$ cat src/hw/rtl/assert_macros.svh
// Assertion macros used by the top level of the motor drive fault guard.
// Plain text macros, no dependencies.
`ifndef ASSERT_MACROS_SVH
`define ASSERT_MACROS_SVH

// Check a property on every rising edge of clk while rst_n is high.
`define ASSERT_CLK(label, clk, rst_n, prop, msg) \
  label: assert property (@(posedge clk) disable iff (!rst_n) (prop)) else $error(msg);

// Check that cond at one edge implies res at the next edge.
`define ASSERT_NEXT(label, clk, rst_n, cond, res, msg) \
  label: assert property (@(posedge clk) disable iff (!rst_n) (cond) |=> (res)) else $error(msg);

`endif

$ cat src/hw/rtl/mdfp_pkg.sv
// Types, codes and compare helpers for the motor drive fault guard.
// No dependencies.
package mdfp_pkg;

  // Near-limit samples tolerated before the near over-current fault trips
  localparam int unsigned NEAR_TRIP_COUNT = 10;

  localparam int unsigned CFG_IDX_W = 2;

  // Configuration register indexes
  localparam logic [CFG_IDX_W-1:0] CFG_CURRENT_LIMIT = 2'd0;
  localparam logic [CFG_IDX_W-1:0] CFG_RATED_VOLTAGE = 2'd1;
  localparam logic [CFG_IDX_W-1:0] CFG_VOLTAGE_BAND  = 2'd2;

  // Fault register bit positions
  localparam int unsigned FLT_NEAR_OC  = 0;
  localparam int unsigned FLT_OVER_OC  = 1;
  localparam int unsigned FLT_OVER_V   = 2;
  localparam int unsigned FLT_UNDER_V  = 3;

  typedef enum logic [2:0] {
    ACT_CURRENT_SAMPLE = 3'd0,
    ACT_VOLTAGE_SAMPLE = 3'd1,
    ACT_GATE_EVAL      = 3'd2,
    ACT_RUN_REQUEST    = 3'd3,
    ACT_CLEAR_FAULTS   = 3'd4
  } action_e;

  typedef struct packed {
    logic [14:0] current_limit;
    logic [15:0] rated_voltage;
    logic [15:0] voltage_band;
  } cfg_t;

  typedef struct packed {
    logic [2:0]         action;
    logic signed [15:0] phase_a;
    logic signed [15:0] phase_b;
    logic signed [15:0] phase_c;
    logic [15:0]        bus_voltage;
    logic               break_ready;
  } item_t;

  typedef struct packed {
    logic       stop;
    logic       brake;
    logic [3:0] fault;
    logic [3:0] near_cnt;
  } state_t;

  typedef struct packed {
    logic       stop_latched;
    logic       brake_active;
    logic [3:0] fault_bits;
    logic       brake_pulse;
    logic       restore_pulse;
  } result_t;

  // Exact nine-tenths test: 10*i > 9*lim or -10*i > 9*lim
  function automatic logic is_near(logic signed [15:0] i, logic [14:0] lim);
    logic signed [21:0] m;
    logic [18:0]        l9u;
    logic signed [21:0] l9;
    m   = (22'(i) <<< 3) + (22'(i) <<< 1);
    l9u = ({4'b0000, lim} << 3) + {4'b0000, lim};
    l9  = $signed({3'b000, l9u});
    return (m > l9) || (m < -l9);
  endfunction

  // Strict trip test: i > lim or i < -lim
  function automatic logic is_over(logic signed [15:0] i, logic [14:0] lim);
    logic signed [16:0] iv;
    logic signed [16:0] lv;
    iv = 17'(i);
    lv = $signed({2'b00, lim});
    return (iv > lv) || (iv < -lv);
  endfunction

endpackage

$ cat src/hw/rtl/mdfp_cfg.sv
// Configuration register file of the motor drive fault guard.
// Depends on mdfp_pkg.
module mdfp_cfg (
  input  logic                             clk_i,
  input  logic                             rst_ni,
  input  logic                             cfg_valid_i,
  output logic                             cfg_ready_o,
  input  logic [mdfp_pkg::CFG_IDX_W-1:0]   cfg_index_i,
  input  logic [15:0]                      cfg_data_i,
  output mdfp_pkg::cfg_t                   cfg_o
);
  import mdfp_pkg::*;

  cfg_t cfg_q, cfg_d;

  // Writes are always taken; an index past the list is dropped
  assign cfg_ready_o = 1'b1;

  always_comb begin
    cfg_d = cfg_q;
    if (cfg_valid_i) begin
      unique case (cfg_index_i)
        CFG_CURRENT_LIMIT: cfg_d.current_limit = cfg_data_i[14:0];
        CFG_RATED_VOLTAGE: cfg_d.rated_voltage = cfg_data_i;
        CFG_VOLTAGE_BAND:  cfg_d.voltage_band  = cfg_data_i;
        default: ;
      endcase
    end
  end

  always_ff @(posedge clk_i or negedge rst_ni) begin
    if (!rst_ni) begin
      cfg_q.current_limit <= 15'h7FFF;
      cfg_q.rated_voltage <= 16'h8000;
      cfg_q.voltage_band  <= 16'h1000;
    end else begin
      cfg_q <= cfg_d;
    end
  end

  assign cfg_o = cfg_q;

endmodule

$ cat src/hw/rtl/mdfp_eval.sv
// Single-pass evaluation of one item against the protection state.
// Depends on mdfp_pkg.
module mdfp_eval (
  input  mdfp_pkg::item_t   item_i,
  input  mdfp_pkg::state_t  state_i,
  input  mdfp_pkg::cfg_t    cfg_i,
  output mdfp_pkg::state_t  state_o,
  output mdfp_pkg::result_t result_o
);
  import mdfp_pkg::*;

  logic        near_any;
  logic        over_any;
  logic [4:0]  cnt_inc;
  logic [16:0] v_high;
  logic [16:0] v_sum;
  state_t      st;
  logic        brake_pulse;
  logic        restore_pulse;

  // Phase compares against the trip level and nine tenths of it
  assign near_any = is_near(item_i.phase_a, cfg_i.current_limit)
                  | is_near(item_i.phase_b, cfg_i.current_limit)
                  | is_near(item_i.phase_c, cfg_i.current_limit);
  assign over_any = is_over(item_i.phase_a, cfg_i.current_limit)
                  | is_over(item_i.phase_b, cfg_i.current_limit)
                  | is_over(item_i.phase_c, cfg_i.current_limit);
  assign cnt_inc  = {1'b0, state_i.near_cnt} + 5'd1;

  // Bus window: u > rated + band, and u < rated - band as u + band < rated
  assign v_high = {1'b0, cfg_i.rated_voltage} + {1'b0, cfg_i.voltage_band};
  assign v_sum  = {1'b0, item_i.bus_voltage} + {1'b0, cfg_i.voltage_band};

  always_comb begin
    st            = state_i;
    brake_pulse   = 1'b0;
    restore_pulse = 1'b0;
    unique case (action_e'(item_i.action))
      ACT_CURRENT_SAMPLE: begin
        if (near_any) begin
          if (cnt_inc > 5'(NEAR_TRIP_COUNT)) begin
            st.stop             = 1'b1;
            st.fault[FLT_NEAR_OC] = 1'b1;
            st.near_cnt         = '0;
          end else begin
            st.near_cnt = cnt_inc[3:0];
          end
        end
        if (over_any) begin
          st.stop               = 1'b1;
          st.fault[FLT_OVER_OC] = 1'b1;
        end
      end
      ACT_VOLTAGE_SAMPLE: begin
        if ({1'b0, item_i.bus_voltage} > v_high) begin
          st.stop              = 1'b1;
          st.fault[FLT_OVER_V] = 1'b1;
        end
        if (v_sum < {1'b0, cfg_i.rated_voltage}) begin
          st.stop               = 1'b1;
          st.fault[FLT_UNDER_V] = 1'b1;
        end
      end
      ACT_GATE_EVAL: begin
        // A standing stop or fault forces stop and brake; else release on break-ready, else stop
        if (st.stop || (st.fault != '0)) begin
          st.stop     = 1'b1;
          st.brake    = 1'b1;
          brake_pulse = 1'b1;
        end else if (item_i.break_ready) begin
          st.brake      = 1'b0;
          restore_pulse = 1'b1;
        end else begin
          st.stop = 1'b1;
        end
      end
      ACT_RUN_REQUEST:  st.stop  = 1'b0;
      ACT_CLEAR_FAULTS: st.fault = '0;
      default: ;
    endcase
  end

  assign state_o                = st;
  assign result_o.stop_latched  = st.stop;
  assign result_o.brake_active  = st.brake;
  assign result_o.fault_bits    = st.fault;
  assign result_o.brake_pulse   = brake_pulse;
  assign result_o.restore_pulse = restore_pulse;

endmodule

$ cat src/hw/rtl/motor_drive_fault_protection.sv
// Top level of the motor drive fault guard: input register, state, result register.
// Depends on mdfp_pkg, mdfp_cfg, mdfp_eval and assert_macros.svh.
//
//   channel | direction | handshake                  | payload
//   --------+-----------+----------------------------+-----------------------------------
//   input   | in        | in_valid_i / in_ready_o    | action, three phase currents,
//           |           |                            | bus voltage, break-ready level
//   result  | out       | out_valid_o / out_ready_i  | stop, brake, fault bits, pulses
//   config  | in        | cfg_valid_i / cfg_ready_o  | cfg_index_i, cfg_data_i
//
// One item per cycle sustained while results are taken; out_valid_o rises once the beat
// has passed through the input register, then evaluation into the result register,
// which also updates state.
// Reset puts the guard in stop, brake released, no faults, near-limit count zero,
// and loads the default limits; no clearing pass is needed.
// A stalled result holds the input register; input ready drops only when both are full.
// Config writes are taken in any cycle.
`include "assert_macros.svh"

module motor_drive_fault_protection (
  input  logic                           clk_i,
  input  logic                           rst_ni,
  input  logic                           in_valid_i,
  output logic                           in_ready_o,
  input  logic [2:0]                     action_i,
  input  logic signed [15:0]             phase_a_current_i,
  input  logic signed [15:0]             phase_b_current_i,
  input  logic signed [15:0]             phase_c_current_i,
  input  logic [15:0]                    bus_voltage_i,
  input  logic                           break_input_ready_i,
  output logic                           out_valid_o,
  input  logic                           out_ready_i,
  output logic                           stop_latched_o,
  output logic                           brake_active_o,
  output logic [3:0]                     fault_bits_o,
  output logic                           brake_pulse_o,
  output logic                           output_restore_pulse_o,
  input  logic                           cfg_valid_i,
  output logic                           cfg_ready_o,
  input  logic [mdfp_pkg::CFG_IDX_W-1:0] cfg_index_i,
  input  logic [15:0]                    cfg_data_i
);
  import mdfp_pkg::*;

  cfg_t    cfg;
  item_t   item_q;
  logic    item_valid_q;
  state_t  state_q, state_d;
  result_t res_q, res_d;
  logic    res_valid_q;
  logic    advance;

  mdfp_cfg u_cfg (
    .clk_i       (clk_i),
    .rst_ni      (rst_ni),
    .cfg_valid_i (cfg_valid_i),
    .cfg_ready_o (cfg_ready_o),
    .cfg_index_i (cfg_index_i),
    .cfg_data_i  (cfg_data_i),
    .cfg_o       (cfg)
  );

  mdfp_eval u_eval (
    .item_i   (item_q),
    .state_i  (state_q),
    .cfg_i    (cfg),
    .state_o  (state_d),
    .result_o (res_d)
  );

  // Move the held beat into the result register when that slot frees up
  assign advance    = item_valid_q && (!res_valid_q || out_ready_i);
  assign in_ready_o = !item_valid_q || advance;

  // Input register
  always_ff @(posedge clk_i or negedge rst_ni) begin
    if (!rst_ni) begin
      item_valid_q <= 1'b0;
    end else if (in_ready_o) begin
      item_valid_q <= in_valid_i;
    end
  end

  always_ff @(posedge clk_i) begin
    if (in_valid_i && in_ready_o) begin
      item_q.action      <= action_i;
      item_q.phase_a     <= phase_a_current_i;
      item_q.phase_b     <= phase_b_current_i;
      item_q.phase_c     <= phase_c_current_i;
      item_q.bus_voltage <= bus_voltage_i;
      item_q.break_ready <= break_input_ready_i;
    end
  end

  // Protection state, updated as each beat is evaluated
  always_ff @(posedge clk_i or negedge rst_ni) begin
    if (!rst_ni) begin
      state_q.stop     <= 1'b1;
      state_q.brake    <= 1'b0;
      state_q.fault    <= '0;
      state_q.near_cnt <= '0;
    end else if (advance) begin
      state_q <= state_d;
    end
  end

  // Result register
  always_ff @(posedge clk_i or negedge rst_ni) begin
    if (!rst_ni) begin
      res_valid_q <= 1'b0;
    end else if (advance) begin
      res_valid_q <= 1'b1;
    end else if (out_ready_i) begin
      res_valid_q <= 1'b0;
    end
  end

  always_ff @(posedge clk_i) begin
    if (advance) begin
      res_q <= res_d;
    end
  end

  assign out_valid_o            = res_valid_q;
  assign stop_latched_o         = res_q.stop_latched;
  assign brake_active_o         = res_q.brake_active;
  assign fault_bits_o           = res_q.fault_bits;
  assign brake_pulse_o          = res_q.brake_pulse;
  assign output_restore_pulse_o = res_q.restore_pulse;

  // Faults only drop on a clear-faults beat
  `ASSERT_NEXT(a_fault_sticky, clk_i, rst_ni, advance && (item_q.action != ACT_CLEAR_FAULTS), (state_q.fault & $past(state_q.fault)) == $past(state_q.fault), "fault bit dropped without clear")
  // A stalled result keeps the next beat in the input register
  `ASSERT_NEXT(a_hold_on_stall, clk_i, rst_ni, item_valid_q && res_valid_q && !out_ready_i, item_valid_q && $stable(item_q), "input beat lost under stall")
  // Near-limit count stays within the trip threshold
  `ASSERT_CLK(a_cnt_range, clk_i, rst_ni, state_q.near_cnt <= 4'(NEAR_TRIP_COUNT), "near-limit count out of range")
  // A restore leaves the drive running with the brake released
  `ASSERT_CLK(a_restore_state, clk_i, rst_ni, !(out_valid_o && output_restore_pulse_o) || (!stop_latched_o && !brake_active_o && !brake_pulse_o), "restore pulse with stop or brake")

endmodule
$ cat config.mk
export PLATFORM = sky130hd
export DESIGN_NAME = motor_drive_fault_protection
export DESIGN_NICKNAME = d
export VERILOG_FILES = /design/src/hw/rtl/mdfp_pkg.sv /design/src/hw/rtl/mdfp_cfg.sv /design/src/hw/rtl/mdfp_eval.sv /design/src/hw/rtl/motor_drive_fault_protection.sv
export VERILOG_INCLUDE_DIRS = /design/src /design/src/hw/rtl
export SDC_FILE = /design/constraint.sdc
export NUM_CORES = 1
export LEC_CHECK = 0
export ABC_AREA = 1
export ABC_CLOCK_PERIOD_IN_PS = 4400
export BUFFER_PORTS_ARGS = -buffer_cell sky130_fd_sc_hd__buf_4
export CAP_MARGIN = 40
export CORE_MARGIN = 2
export CORE_UTILIZATION = 43
export CTS_BUF_LIST = sky130_fd_sc_hd__clkbuf_4 sky130_fd_sc_hd__clkbuf_8
export DETAILED_ROUTE_END_ITERATION = 6
export SLEW_MARGIN = 0
export SYNTH_ARGS = -nofsm -noshare
export SYNTH_HDL_FRONTEND = slang
export SYNTH_HIERARCHICAL = 1
export SYNTH_SLANG_ARGS = --single-unit
$ cat constraint.sdc
create_clock -name clk_i -period 4.4 [get_ports clk_i]
set_input_delay 0.88 -clock clk_i [delete_from_list [all_inputs] [get_ports clk_i]]
set_output_delay 0.88 -clock clk_i [all_outputs]
set_load 0.02 [all_outputs]
Word-level counts from Yosys, hierarchy flattened
Cells that the tools add are included.
Word-level totals
  output and inout bits: 11
  register bits after elaboration: 135
  word-level logic and storage cells: 99
Operators by class
  add/sub/neg operators: 9
  equal/unequal tests: 6
  mux-type cells: 22
  magnitude comparators: 15
  reduce and logical (&&, ||, !) cells: 22
  bitwise operators: 5
Operators by type and width (number)
  $gt 22x20->1: 3
  $lt 22x22->1: 3
  $add 19x17->20: 3
  $lt 16x17->1: 3
  $gt 16x16->1: 3
  $add 16x16->17: 2
  $neg 19->22: 1
  $add 18x15->19: 1
  $gt 16x17->1: 1
  $lt 17x16->1: 1
  $neg 15->17: 1
  $mux 1: 16
  $logic_or 1x1->1: 9
  $pmux 2 s2: 2
  $eq 3x2->1 const B: 2
  $reduce_and 2->1: 3
  $add 4x1->5 const B: 1
  $gt 5x4->1 const B: 1
  $mux 5: 1
  $mux 4: 1
  $or 1x1->1: 4
  $pmux 1 s4: 1
  $reduce_bool 4->1: 1
  $eq 3x1->1 const B: 1
  other kinds (12): 14

Logic depth before layout (Yosys ltp)
Gate-level depths: netlist of the first run.
  word-level depth: 9
  gate-level depth with buffers: 38

Hierarchy
The synthesis of the first run kept the hierarchy.
By module, submodules not included
  mdfp_eval: seq. area each 0.0 um^2, area each 10527.6 um^2, instances 1, cells an instance 1612
  motor_drive_fault_protection: seq. area each 2583.7 um^2, area each 2775.2 um^2, instances 1, cells an instance 130
  mdfp_cfg: seq. area each 1197.4 um^2, area each 1974.4 um^2, instances 1, cells an instance 211

Worst setup path after synthesis of the first run
Ideal clock, no wire load.
  kind: register -> register
  start point: register u_cfg.cfg_q, in the netlist u_cfg/cfg_o[32]
  end point: register state_q[9] (netlist bit)
  data arrival time: 4.150 ns
  buffers on the path: 1
  required time: 4.324 ns
  path slack: 0.174 ns
  clock period less this slack: 4.226 ns
  setup time: 0.076 ns
  stages on the path, launching flop included: 33
  cells stage by stage: dfstp_2 -> ha_1 -> fa_1 -> inv_1 -> nand3_1 -> nor2_2 -> nand2_2 -> nor2_4 -> nand3_2 -> nor2_2 -> nand4_1 -> nor3_1 -> nand3_1 -> xor2_1 -> ha_1 -> nand2_1 -> nor2_1 -> nand2_1 -> a41oi_1 -> nand2_1 -> nor2_1 -> a21oi_1 -> nand3_1 -> nand2_1 -> nor2_2 -> nand3_2 -> nand2_1 -> nand2_1 -> nand2_1 -> a21oi_2 -> buf_4 -> nand3_1 -> nand2_1
RTL lines
  from (decl): RTL line mdfp_cfg.sv:14  | cfg_t cfg_q, cfg_d;
  from (signal assigned): RTL line mdfp_cfg.sv:37  | cfg_q <= cfg_d;
  to (signal assigned): RTL line motor_drive_fault_protection.sv:103  | state_q <= state_d;
  to (decl): RTL line motor_drive_fault_protection.sv:48  | state_t state_q, state_d;

==> results.tsv, run 1 <==
stage	metric	value	unit
power_and_ir_drop	total power	7.69	mW
cts	CTS clk-pin slew, worst paths	0.08	ns
job	Max Cap Violations	0	
logic_synthesis	Area contributors post-synth	ha_1 26%, edfxtp_1 15%, nand2_1 11%	
logic_synthesis	Netlist cell types	56	
placed_design	Post-Place Setup Slack	-0.173	ns
grt	first-pass GRT wire length	71800	um
worst_setup_path	Setup CP Type	reg -> reg	
worst_setup_path	CP Launch Type	flop	
worst_setup_path	r2r setup slk	-0.08	ns
timing	Slew headroom	50.8	%
logic_synthesis	Syn Nets	2371	
power_and_ir_drop	VDD IR-drop max	258	uV
cells_and_area	multi-input gate area in the final layout	10900	um^2
status	status	complete, but fails checks	
floorplan	Row Count	69	
logic_synthesis	Synth Instances	1953	
cts	Root Buffer	clkbuf_8	
cells_and_area	layout cells sized above 1	18.6	%
hold_path	Hold Crit Class	in -> async	
timing	Achievable Freq	223	MHz
routing	post-route ant nets	0	
routing	Vias	14358	
cts	Inserted Clock Buffers	17	
placed_design	# placed instances	2597	
timing	Setup TNS	-0.326	ns
cells_and_area	fin cells	2644	
cells_and_area	commonest non-fill, non-tap cells in the layout	445 x nand2_1, 314 x ha_1, 222 x buf_4	
grt	initial antenna violation count	0	
cts	clk_lat worst skew	0.49	ns
floorplan	# IOs	102	
cells_and_area	Area Growth Syn to Fin	19.5	%
floorplan	Die ar.	37100	um^2
timing	final worst-path setup slack	-0.0762	ns
worst_setup_path	worst path required time	4.63	ns
logic_synthesis	EDFF count, synth	76	
grt	largest net degree at the start of global routing	60	
power_and_ir_drop	P_leak	9.29	nW
logic_synthesis	synthesized area per cell	7.82	um^2
logic_synthesis	Yosys warnings	6	
cts	Clock Sinks	135	
logic_synthesis	Seq cells post-synth	135	
timing	Setup-failing EPs final	10	
logic_synthesis	area leader, netlist	ha_1	
routing	drt total wl	46000	um
power_and_ir_drop	sequential cell fraction of total power	22.8	%
status	failing checks	setup timing	
grt	Overflow after GRT	0	
cts	CTS tree	done	
cts	CTS Buffer Depth	2	
timing	fin crit share	102	%
cells_and_area	nets	2588	
timing	final hold vios	0	
power_and_ir_drop	combinational power share	61.3	%
timing	Clock Skews	0.0201	ns
grt	number of global-route vias before repair	14120	
timing	fin. max-slew vios	0	
cells_and_area	register area	3780	um^2
floorplan	Die H	192	um
timing	worst hold slack	0.436	ns
placed_design	placed inst area	17300	um^2
cells_and_area	Util after Layout	51.7	%
cells_and_area	commonest non-fill, non-tap cell in the layout	nand2_1	
placed_design	# port buffers	100	
logic_synthesis	register area share after synthesis	24.8	%
placed_design	DP HPWL	37500	um
cells_and_area	ANT cells	0	
routing	DR pass1 iterations	7	
timing	RSZ-0062 raised after global routing	true	
power_and_ir_drop	internal power	4.15	mW
timing	crit path time final	4.48	ns
logic_synthesis	async set-reset flop share out of synthesis	43.7	%
cts	H-tree levels	4	
routing	routed vias/inst	5.43	
cells_and_area	filler instances	3400	
cts	Hold-fix buffers, CTS	0	
routing	WL/cell	17.4	um
floorplan	Die Wd	192	um
routing	Iter 0 DRT Violations	946	
worst_setup_path	CP max FO	3	
floorplan	core area	35300	um^2
power_and_ir_drop	Clk network pwr share	16.0	%
logic_synthesis	ys flop type	edfxtp_1	
power_and_ir_drop	switching power	3.54	mW
power_and_ir_drop	sw frac	46.0	%
worst_setup_path	CP arrival	4.70	ns
placed_design	Routability Congestion	0.951	
logic_synthesis	synthesized area	15300	um^2
logic_synthesis	Synth top area share	26.3	%
timing	Worst Max-Slew Pin Slew	0.738	ns
floorplan	initial cell density of the core	43.3	%
routing	DRC	0	
power_and_ir_drop	pwr/cell area	421	nW/um^2
grt	Total Routing Usage GR	25.2	%
cells_and_area	design area	18300	um^2
worst_setup_path	crit end category	flop	
==> worst max-delay path: stages (launching register included) <==
cell and delay, ns:
dfstp_2 0.39, buf_4 0.13, buf_8 0.12, inv_4 0.05, ha_4 0.13, nand3_4 0.08, nor2_4 0.11, nand2_2 0.07
nor3_2 0.19, buf_4 0.14, buf_4 0.10, xor2_1 0.26, ha_1 0.20, inv_1 0.06, nor3_1 0.56, o31ai_1 0.30
o311ai_0 0.16, nand2_1 0.18, o211ai_1 0.14, xnor2_1 0.14, nand2_1 0.06, nor2_1 0.10, nand4_1 0.21, nor2_1 0.16
nand2_1 0.07, nand2_1 0.07, a21oi_2 0.05
==> final cells by class <==
class	instances	share of cell area, %
multi-input cells	1568	59.6
flip-flops and latches	135	20.7
repair buffers	226	9.49
inverters	222	4.61
well taps	461	3.16
clock buffers	19	1.36
clock inverters	13	1.10
==> flip-flops by register name, indices dropped and copies added, names as in the netlist <==
register,count
brake_active_o,1
brake_pulse_o,1
fault_bits_o,4
item_q,68
item_valid_q,1
out_valid_o,1
output_restore_pulse_o,1
state_q,10
stop_latched_o,1
u_cfg/cfg_o,47
==> what timing repair did <==
action | in CTS | in global routing
endpoints found under the setup margin | 8 | 12
pin swaps | 20 | 46
resized for setup | 32 | 58
gates cloned | 0 | 0
setup buffers | 5 | 10
==> cells by family (layout without fill, tap and decap cells) <==
| kind of cell | after synthesis | after routing | synth area share, % |
|---|---|---|---|
| other | 1 | 1 | 0.0245 |
| AO/OA/AOI/OAI | 306 | 306 | 11.4 |
| flip-flops | 135 | 135 | 24.8 |
| buffers and inverters | 250 | 480 | 6.71 |
| XOR/XNOR | 87 | 87 | 5.04 |
| AND/OR/NAND/NOR | 847 | 847 | 25.0 |
| adder cells (fa/ha/maj) | 327 | 327 | 27.1 |
==> synthesized netlist by cell type, types with 6 or more instances <==
cell / n
dfstp_2: 18
inv_2: 13
nor3_1: 24
o211ai_1: 12
nand2_1: 453
o21bai_1: 16
nor2_1: 126
inv_1: 208
nand3_2: 12
nand3_1: 117
nand4_1: 68
xor2_1: 66
nor2_2: 6
dfrtp_1: 41
nand2_2: 17
xnor2_1: 20
edfxtp_1: 76
ha_1: 321
o21ai_0: 54
buf_2: 9
a211oi_1: 11
a21oi_1: 169
buf_4: 14
fa_1: 6
a21o_1: 8
==> power by group through the flow <==
| stage | logic [mW] | registers [mW] | clock network [mW] |
|---|---|---|---|
| finish | 4.71 | 1.75 | 1.23 |
| global route | 5.33 | 1.78 | 1.31 |
| CTS | 4.54 | 1.75 | 1.27 |
| detailed placement | 4.42 | 1.77 | 0 |
| global placement | 4.29 | 1.77 | 0 |
| floorplan | 3.02 | 1.73 | 0 |
==> worst paths after layout <==
check / to / start / cells after the start
max reg2reg: stop_latched_o$_DFFE_PP_ / u_cfg/cfg_o[32]$_DFFE_PN1P_ / 26
max: stop_latched_o$_DFFE_PP_ / u_cfg/cfg_o[32]$_DFFE_PN1P_ / 26
min: u_cfg/cfg_o[0]$_DFFE_PN0P_ / rst_ni / 1
min in group clk_i: u_cfg/cfg_o[31]$_DFFE_PN1P_ / u_cfg/cfg_o[31]$_DFFE_PN1P_ / 2
max in group asynchronous: state_q[0]$_DFFE_PN0P_ / rst_ni / 1
min reg2reg: u_cfg/cfg_o[31]$_DFFE_PN1P_ / u_cfg/cfg_o[31]$_DFFE_PN1P_ / 2
==> per-layer routing <==
| layer | part of all wire, % | global-route usage (%) |
|---|---|---|
| met3 | 3.9 | 3.40 |
| met5 | 0 | 0 |
| met2 | 50 | 44.9 |
| met4 | 3.3 | 9.01 |
| met1 | 43 | 30.9 |
Note: power is estimated with default switching activity, not from simulation.
==> run 2: changes to the inputs <==
--- a/config.mk
+++ b/config.mk
@@ -6,13 +6,14 @@
 export SDC_FILE = /design/constraint.sdc
 export NUM_CORES = 1
 export LEC_CHECK = 0
-export ABC_AREA = 1
+export ABC_AREA = 0
 export ABC_CLOCK_PERIOD_IN_PS = 4400
 export BUFFER_PORTS_ARGS = -buffer_cell sky130_fd_sc_hd__buf_4
 export CAP_MARGIN = 40
 export CORE_MARGIN = 2
 export CORE_UTILIZATION = 43
 export CTS_BUF_LIST = sky130_fd_sc_hd__clkbuf_4 sky130_fd_sc_hd__clkbuf_8
+export CTS_CLUSTER_SIZE = 16
 export DETAILED_ROUTE_END_ITERATION = 6
 export SLEW_MARGIN = 0
 export SYNTH_ARGS = -nofsm -noshare
==> run 2 against run 1 <==
Effect of this change: largest power group unchanged; final cell count down 8.8%; clock skew up 0.017 ns; sequential share of layout area down 1.6 points; hold slack worse by 0.0029 ns; global-route usage up 0.069 points; the run still ends with setup timing left; routed wire length down 3.9%.
==> results.tsv, run 2 <==
stage	metric	value	unit	change
cells_and_area	design area	19800	um^2	+8.6%
worst_setup_path	Setup CP Type	reg -> reg		
floorplan	Die H	189	um	-2.0%
placed_design	# port buffers	100		unchanged
timing	Setup-failing EPs final	8		-2
worst_setup_path	Crit path max-delay family	compound AO/OA/AOI/OAI gates		
cts	H-tree levels	4		unchanged
logic_synthesis	Area contributors post-synth	ha_1 27%, edfxtp_1 16%, dfrtp_1 7.0%		
worst_setup_path	cell mode on critical path	buf_4		
logic_synthesis	EDFF count, synth	76		unchanged
timing	final worst-path setup slack	-0.943	ns	-0.867 ns
grt	initial antenna violation count	0		unchanged
routing	drt total wl	44200	um	-3.9%
power_and_ir_drop	VDD IR-drop max	297	uV	+15%
timing	Slew headroom	44.0	%	-6.8 points
grt	GRT met3 Usage	3.05	%	-0.35 points
cells_and_area	Area Growth Syn to Fin	35.3	%	
grt	GR Layer Usage met1	30.9	%	about the same
timing	worst hold slack	0.434	ns	-0.00285 ns
routing	post-route ant nets	0		unchanged
logic_synthesis	synthesized area per cell	9.85	um^2	+26%
logic_synthesis	register area share after synthesis	25.8	%	+1.1 points
routing	routed vias/inst	5.51		+1.5%
logic_synthesis	Syn Nets	1906		-20%
cells_and_area	max reg flops	68		unchanged
worst_setup_path	worst r2r src	u_cfg/cfg_o[35]$_DFFE_PN1P_		
cts	Root Buffer	clkbuf_8		
cts	clk_lat worst skew	0.50	ns	about the same
cts	Clock Sinks	135		unchanged
logic_synthesis	Netlist cell types	97		+73%
grt	first-pass GRT wire length	70000	um	-2.4%
cells_and_area	commonest non-fill, non-tap cells in the layout	454 x buf_4, 302 x ha_1, 99 x a21oi_1		
floorplan	initial cell density of the core	43.7	%	+0.44 points
timing	fin. max-slew vios	0		unchanged
routing	Vias	13286		-7.5%
worst_setup_path	Crit. path cell count	26		unchanged
grt	Total Routing Usage GR	25.2	%	+0.069 points
placed_design	placed inst area	18500	um^2	+7.0%
placed_design	Routability Congestion	0.945		-0.61%
worst_setup_path	Buf+Inv Stages, Crit Path	3		-3
placed_design	Post-Place Setup Slack	-1.02	ns	-0.843 ns
logic_synthesis	synthesized area	14700	um^2	-4.1%
worst_setup_path	Reg-to-Reg End	state_q[2]$_DFFE_PN0P_		
logic_synthesis	Synth top area share	27.4	%	+1.1 points
logic_synthesis	Yosys warnings	6		unchanged
placed_design	DP HPWL	36400	um	-2.9%
timing	crit path time final	5.34	ns	+0.867 ns
logic_synthesis	area leader, netlist	ha_1		
worst_setup_path	worst path required time	4.80	ns	+0.17 ns
cts	Hold-fix buffers, CTS	0		unchanged
hold_path	Hold Crit Class	in -> async		
cts	CTS clk-pin slew, worst paths	0.11	ns	+0.03 ns
worst_setup_path	worst setup path end	state_q[2]$_DFFE_PN0P_		
logic_synthesis	commonest cells in the netlist	321 x ha_1, 115 x a21oi_1, 90 x inv_1, 82 x nor2_1, 80 x o21ai_0		
logic_synthesis	most frequent cell after synthesis	ha_1		
worst_setup_path	CP arrival	5.75	ns	+1.05 ns
grt	M2 GR Usage	45.2	%	+0.30 points
worst_setup_path	r2r setup slk	-0.94	ns	-0.87 ns
power_and_ir_drop	pwr/cell area	481	nW/um^2	+14%
timing	Setup TNS	-6.99	ns	-6.67 ns
worst_setup_path	slowest library cell on the worst path	dfstp_2		
timing	Worst Max-Slew Pin Slew	0.840	ns	+0.102 ns
floorplan	# IOs	102		unchanged
routing	DRC	0		unchanged
timing	Achievable Freq	187	MHz	-16%
worst_setup_path	CP max FO	4		+1
floorplan	Die ar.	35600	um^2	-4.0%
job	Max Cap Violations	0		unchanged
floorplan	Row Count	67		-2.9%
worst_setup_path	CP peak stage delay	0.61	ns	+0.05 ns
cts	CTS tree	done		
routing	DR pass1 iterations	5		-2
timing	fin crit share	121	%	+20 points
cells_and_area	layout cells sized above 1	36.5	%	+18 points
grt	number of global-route vias before repair	13820		-2.1%
floorplan	core area	33500	um^2	-5.0%
timing	final hold vios	0		unchanged
cells_and_area	nets	2368		-8.5%
grt	Overflow after GRT	0		unchanged
cells_and_area	ANT cells	0		unchanged
logic_synthesis	Seq cells post-synth	135		unchanged
routing	Iter 0 DRT Violations	609		-36%
cts	CTS Buffer Depth	2		unchanged
timing	Clock Skews	0.0367	ns	+0.0166 ns
logic_synthesis	Synth Instances	1488		-24%
routing	WL/cell	18.3	um	+5.4%
grt	Most Crowded Layer GR	met2		
floorplan	Die Wd	189	um	-2.0%
timing	RSZ-0062 raised after global routing	true		
logic_synthesis	async set-reset flop share out of synthesis	43.7	%	unchanged
worst_setup_path	Crit. Startpoint	u_cfg/cfg_o[35]$_DFFE_PN1P_		
worst_setup_path	CP Launch Type	flop		
power_and_ir_drop	P_leak	9.25	nW	-0.45%
cells_and_area	Reg with most FFs	item_q		
cts	Inserted Clock Buffers	17		unchanged
logic_synthesis	ys flop type	edfxtp_1		
power_and_ir_drop	total power	9.54	mW	+24%
status	status	complete, but fails checks		
cells_and_area	filler instances	2890		-15%
worst_setup_path	worst-case reg-to-reg path depth	26		unchanged
cells_and_area	commonest non-fill, non-tap cell in the layout	buf_4		
worst_setup_path	crit end category	flop		
grt	largest net degree at the start of global routing	60		unchanged
status	failing checks	setup timing		
## run 2: cell types whose count changed in the layout (fill, tap and decap cells not counted), sizes merged, moves of 54 or more
cell,delta
nand2,-423
mux2,+57
nand3,-108
inv,-128
a21oi,-55
xnor2,+54
buf,+235
nor2,-54
## run 2: final cells by class
type	instances	area, um^2	area share [%]
multi-input cells	1245	11200	56.4
clock inverters	13	189	0.953
repair buffers	461	3500	17.7
well taps	448	561	2.83
clock buffers	19	262	1.32
inverters	90	338	1.70
flip-flops and latches	135	3780	19.1
## run 2: repair_timing
action	4_1_cts	5_1_grt
setup endpoints to repair	13	14
pin swaps	54	50
buffers inserted	27	7
resized for setup	84	52
endpoints found under the hold margin	0	0
## run 2: where the power goes
group          switching, mW  total [mW]  leakage [nW]  internal, mW
clock                  0.569        1.22         0.228         0.655
sequential             0.190        1.75          1.40          1.56
combinational           3.28        6.57          7.63          3.28
total                   4.04        9.54          9.25          5.50
## run 2: worst reg2reg max path: stages, from the launching register on
cell and delay, ns:
dfstp_2 0.61, ha_4 0.24, a21o_1 0.26, a22oi_2 0.27
buf_4 0.17, a2bb2oi_2 0.06, xnor2_2 0.24, nand3_2 0.16
nor3_4 0.21, xnor2_2 0.16, ha_1 0.27, o21ai_1 0.13
nand2b_1 0.09, nand4_1 0.12, buf_4 0.13, nor2_4 0.04
a21oi_4 0.16, o31ai_4 0.12, a2bb2oi_2 0.18, a221oi_2 0.23
o31ai_2 0.11, mux2i_2 0.17, nor4b_4 0.39, buf_4 0.18
nor3_2 0.03, a2111o_1 0.28, mux2_4 0.26
## run 2: worst min-delay path by stage
| stage | start | cells past startpoint | to |
|---|---|---|---|
| floorplan | item_valid_q$_DFFE_PN0P_ | 1 | out_valid_o$_DFFE_PN0P_ |
| global placement | item_valid_q$_DFFE_PN0P_ | 1 | out_valid_o$_DFFE_PN0P_ |
| detailed placement | item_valid_q$_DFFE_PN0P_ | 1 | out_valid_o$_DFFE_PN0P_ |
| CTS | rst_ni | 1 | state_q[1]$_DFFE_PN0P_ |
| global route | rst_ni | 1 | state_q[1]$_DFFE_PN0P_ |
| finish | rst_ni | 1 | state_q[1]$_DFFE_PN0P_ |
## run 2: logic make-up (layout without fill, tap and decap cells)
kind of cell	after synthesis	after routing	synth area share (%)
AO/OA/AOI/OAI	427	427	19.5
XOR/XNOR	90	90	5.38
adder cells (fa/ha/maj)	329	329	28.4
buffers and inverters	108	583	3.41
flip-flops	135	135	25.8
multiplexers	60	60	4.84
other	1	1	0.0256
AND/OR/NAND/NOR	338	338	12.7
## run 2: through the flow
step | cells | utilization, %
after floorplan | 1488 | -
after global placement | 2346 | 55.0
after detailed placement | 2347 | 55.1
after CTS | 2406 | 58.2
after global routing | 2411 | 59.1
final | 2411 | 59.1
## run 2: layer usage
layer / share of wire [%] / routed length (um)
met2: 49 / 21800
met3: 3.2 / 1400
met4: 3.7 / 1630
met5: 0 / 0
met1: 44 / 19300
==> run 3: changes to the inputs <==
--- a/config.mk
+++ b/config.mk
@@ -15,6 +15,7 @@
 export CTS_BUF_LIST = sky130_fd_sc_hd__clkbuf_4 sky130_fd_sc_hd__clkbuf_8
 export CTS_CLUSTER_SIZE = 16
 export DETAILED_ROUTE_END_ITERATION = 6
+export SETUP_SLACK_MARGIN = 0.05
 export SLEW_MARGIN = 0
 export SYNTH_ARGS = -nofsm -noshare
 export SYNTH_HDL_FRONTEND = slang
==> run 3 against run 2 <==
Effect of this change: the flow still finishes with violations (setup timing); sequential share of layout area barely moved; clock power barely moved; final cell count did not move; register-to-register slack barely moved; setup slack got worse by 0.014 ns; global-route usage barely moved; flip-flop and latch count did not move.
==> results.tsv, run 3 (synthesized netlist as in run 2, its figures left out) <==
stage	metric	value	unit	change
floorplan	Die ar.	35600	um^2	unchanged
power_and_ir_drop	internal power	5.51	mW	+0.11%
placed_design	DP HPWL	36400	um	unchanged
grt	first-pass GRT wire length	70100	um	about the same
routing	post-route ant nets	0		unchanged
floorplan	# IOs	102		unchanged
grt	largest net degree at the start of global routing	60		unchanged
routing	DR pass1 iterations	7		+2
floorplan	core area	33500	um^2	unchanged
cts	H-tree levels	4		unchanged
placed_design	# placed instances	2347		unchanged
power_and_ir_drop	sequential cell fraction of total power	18.4	%	about the same
cts	Inserted Clock Buffers	17		unchanged
cells_and_area	commonest non-fill, non-tap cell in the layout	buf_4		
grt	Overflow after GRT	0		unchanged
cells_and_area	ANT cells	0		unchanged
timing	Slew headroom	44.6	%	+0.64 points
cts	CTS clk-pin slew, worst paths	0.11	ns	about the same
cells_and_area	multi-input gate area in the final layout	11200	um^2	+0.30%
floorplan	Row Count	67		unchanged
cts	CTS tree	done		
floorplan	initial cell density of the core	43.7	%	unchanged
routing	Vias	13300		+0.11%
worst_setup_path	CP max FO	4		unchanged
cells_and_area	max reg flops	68		unchanged
grt	Total Routing Usage GR	25.3	%	about the same
timing	final hold vios	0		unchanged
worst_setup_path	CP peak stage delay	0.61	ns	about the same
worst_setup_path	worst path required time	4.80	ns	about the same
power_and_ir_drop	combinational power share	68.8	%	about the same
status	failing checks	setup timing		
power_and_ir_drop	P_leak	9.26	nW	about the same
placed_design	Routability Congestion	0.945		unchanged
cts	Hold-fix buffers, CTS	0		unchanged
grt	initial antenna violation count	0		unchanged
timing	final worst-path setup slack	-0.958	ns	-0.0143 ns
timing	fin crit share	122	%	+0.32 points
timing	RSZ-0062 raised after global routing	true		
cells_and_area	filler instances	2887		-0.10%
cells_and_area	nets	2368		unchanged
cells_and_area	Area Growth Syn to Fin	35.5	%	
cts	Root Buffer	clkbuf_8		
routing	WL/cell	18.3	um	-0.22%
job	Max Cap Violations	0		unchanged
power_and_ir_drop	VDD IR-drop max	297	uV	about the same
cells_and_area	Reg with most FFs	item_q		
worst_setup_path	Setup CP Type	reg -> reg		
timing	fin. max-slew vios	0		unchanged
hold_path	Hold Crit Class	in -> async		
cells_and_area	commonest non-fill, non-tap cells in the layout	454 x buf_4, 302 x ha_1, 99 x a21oi_1		
cells_and_area	Util after Layout	59.2	%	+0.10 points
grt	number of global-route vias before repair	13825		+0.036%
power_and_ir_drop	Clk network pwr share	12.8	%	about the same
timing	Clock Skews	0.0355	ns	-0.00126 ns
power_and_ir_drop	pwr/cell area	481	nW/um^2	-0.14%
power_and_ir_drop	switching power	4.04	mW	about the same
worst_setup_path	slowest library cell on the worst path	dfstp_2		
cells_and_area	layout cells sized above 1	36.8	%	+0.31 points
cells_and_area	register area	3780	um^2	unchanged
routing	Iter 0 DRT Violations	643		+5.6%
timing	crit path time final	5.36	ns	+0.0143 ns
routing	drt total wl	44100	um	-0.22%
timing	Achievable Freq	187	MHz	-0.27%
worst_setup_path	cell mode on critical path	buf_4		
routing	DRC	0		unchanged
cts	clk_lat worst skew	0.50	ns	about the same
status	status	complete, but fails checks		
floorplan	Die Wd	189	um	unchanged
worst_setup_path	crit end category	flop		
floorplan	Die H	189	um	unchanged
power_and_ir_drop	sw frac	42.3	%	-0.048 points
worst_setup_path	CP arrival	5.76	ns	about the same
routing	routed vias/inst	5.52		+0.11%
timing	Setup-failing EPs final	8		unchanged
cts	CTS Buffer Depth	2		unchanged
worst_setup_path	CP Launch Type	flop		
timing	Worst Max-Slew Pin Slew	0.830	ns	-0.00958 ns
cts	Clock Sinks	135		unchanged
placed_design	Post-Place Setup Slack	-1.02	ns	unchanged
placed_design	# port buffers	100		unchanged
cells_and_area	fin cells	2411		unchanged
-- run 3: cell counts in the layout (fill, tap and decap cells not counted) --
No cell type changed its count.
-- run 3: what timing repair did --
action / 4_1_cts / 5_1_grt
setup endpoints to repair: 13 / 14
pin swaps: 54 / 48
buffers inserted: 27 / 7
resized for setup: 84 / 59
-- run 3: worst paths after layout --
check / cells after the start / slack [ns] / end / start
hold reg to reg: 1 / 0.49 / out_valid_o$_DFFE_PN0P_ / item_valid_q$_DFFE_PN0P_
setup / recovery: 26 / -0.96 / state_q[2]$_DFFE_PN0P_ / u_cfg/cfg_o[35]$_DFFE_PN1P_
setup reg to reg: 26 / -0.96 / state_q[2]$_DFFE_PN0P_ / u_cfg/cfg_o[35]$_DFFE_PN1P_
min in group clk_i: 1 / 0.49 / out_valid_o$_DFFE_PN0P_ / item_valid_q$_DFFE_PN0P_
max in group asynchronous: 1 / 3.32 / u_cfg/cfg_o[1]$_DFFE_PN0P_ / rst_ni
hold / removal: 1 / 0.44 / state_q[3]$_DFFE_PN0P_ / rst_ni
-- run 3: power by group through the flow --
stage	clock [mW]	sequential [mW]	combinational [mW]
finish	1.22	1.76	6.57
global route	1.30	1.79	7.24
CTS	1.26	1.75	6.26
detailed placement	0	1.77	5.90
global placement	0	1.77	5.75
floorplan	0	1.76	3.59
-- run 3: final cells by class --
type	count	area share (%)
clock buffer	19	1.32
clock inverter	13	0.951
inverter	90	1.70
multi-input combinational	1245	56.5
sequential	135	19.0
tap	448	2.82
timing repair buffer	461	17.6
-- run 3: worst max-delay path, delay by kind of cell (launching register included) --
| kind | cells | cell delay [ns] |
|---|---|---|
| flops | 1 | 0.61 |
| simple gates | 7 | 1.05 |
| mux | 2 | 0.44 |
| fa+ha+maj | 2 | 0.51 |
| buf+inv | 3 | 0.48 |
| xor+xnor | 2 | 0.41 |
| compound gates | 10 | 1.79 |
-- run 3: metal layers --
layer	up-vias	GRT usage (%)	part of all wire [%]
met5	-	0	0
met4	0	9.59	3.8
met3	84	3.05	3.2
met2	267	45.2	49
met1	6351	30.9	44
li1	6598	-	-
-- run 3: stage by stage --
stage | TNS [ns] | instance area [um^2] | power, mW | hold WS [ns]
2_1_floorplan | -3.41 | 14800 | 5.35 | 0.475
3_3_place_gp | -7.25 | 18400 | 7.52 | 0.481
3_5_place_dp | -8.59 | 18500 | 7.67 | 0.496
4_1_cts | -6.58 | 19500 | 9.27 | 0.440
5_1_grt | -9.36 | 19900 | 10.3 | 0.493
6_report | -7.11 | 19900 | 9.55 | 0.440
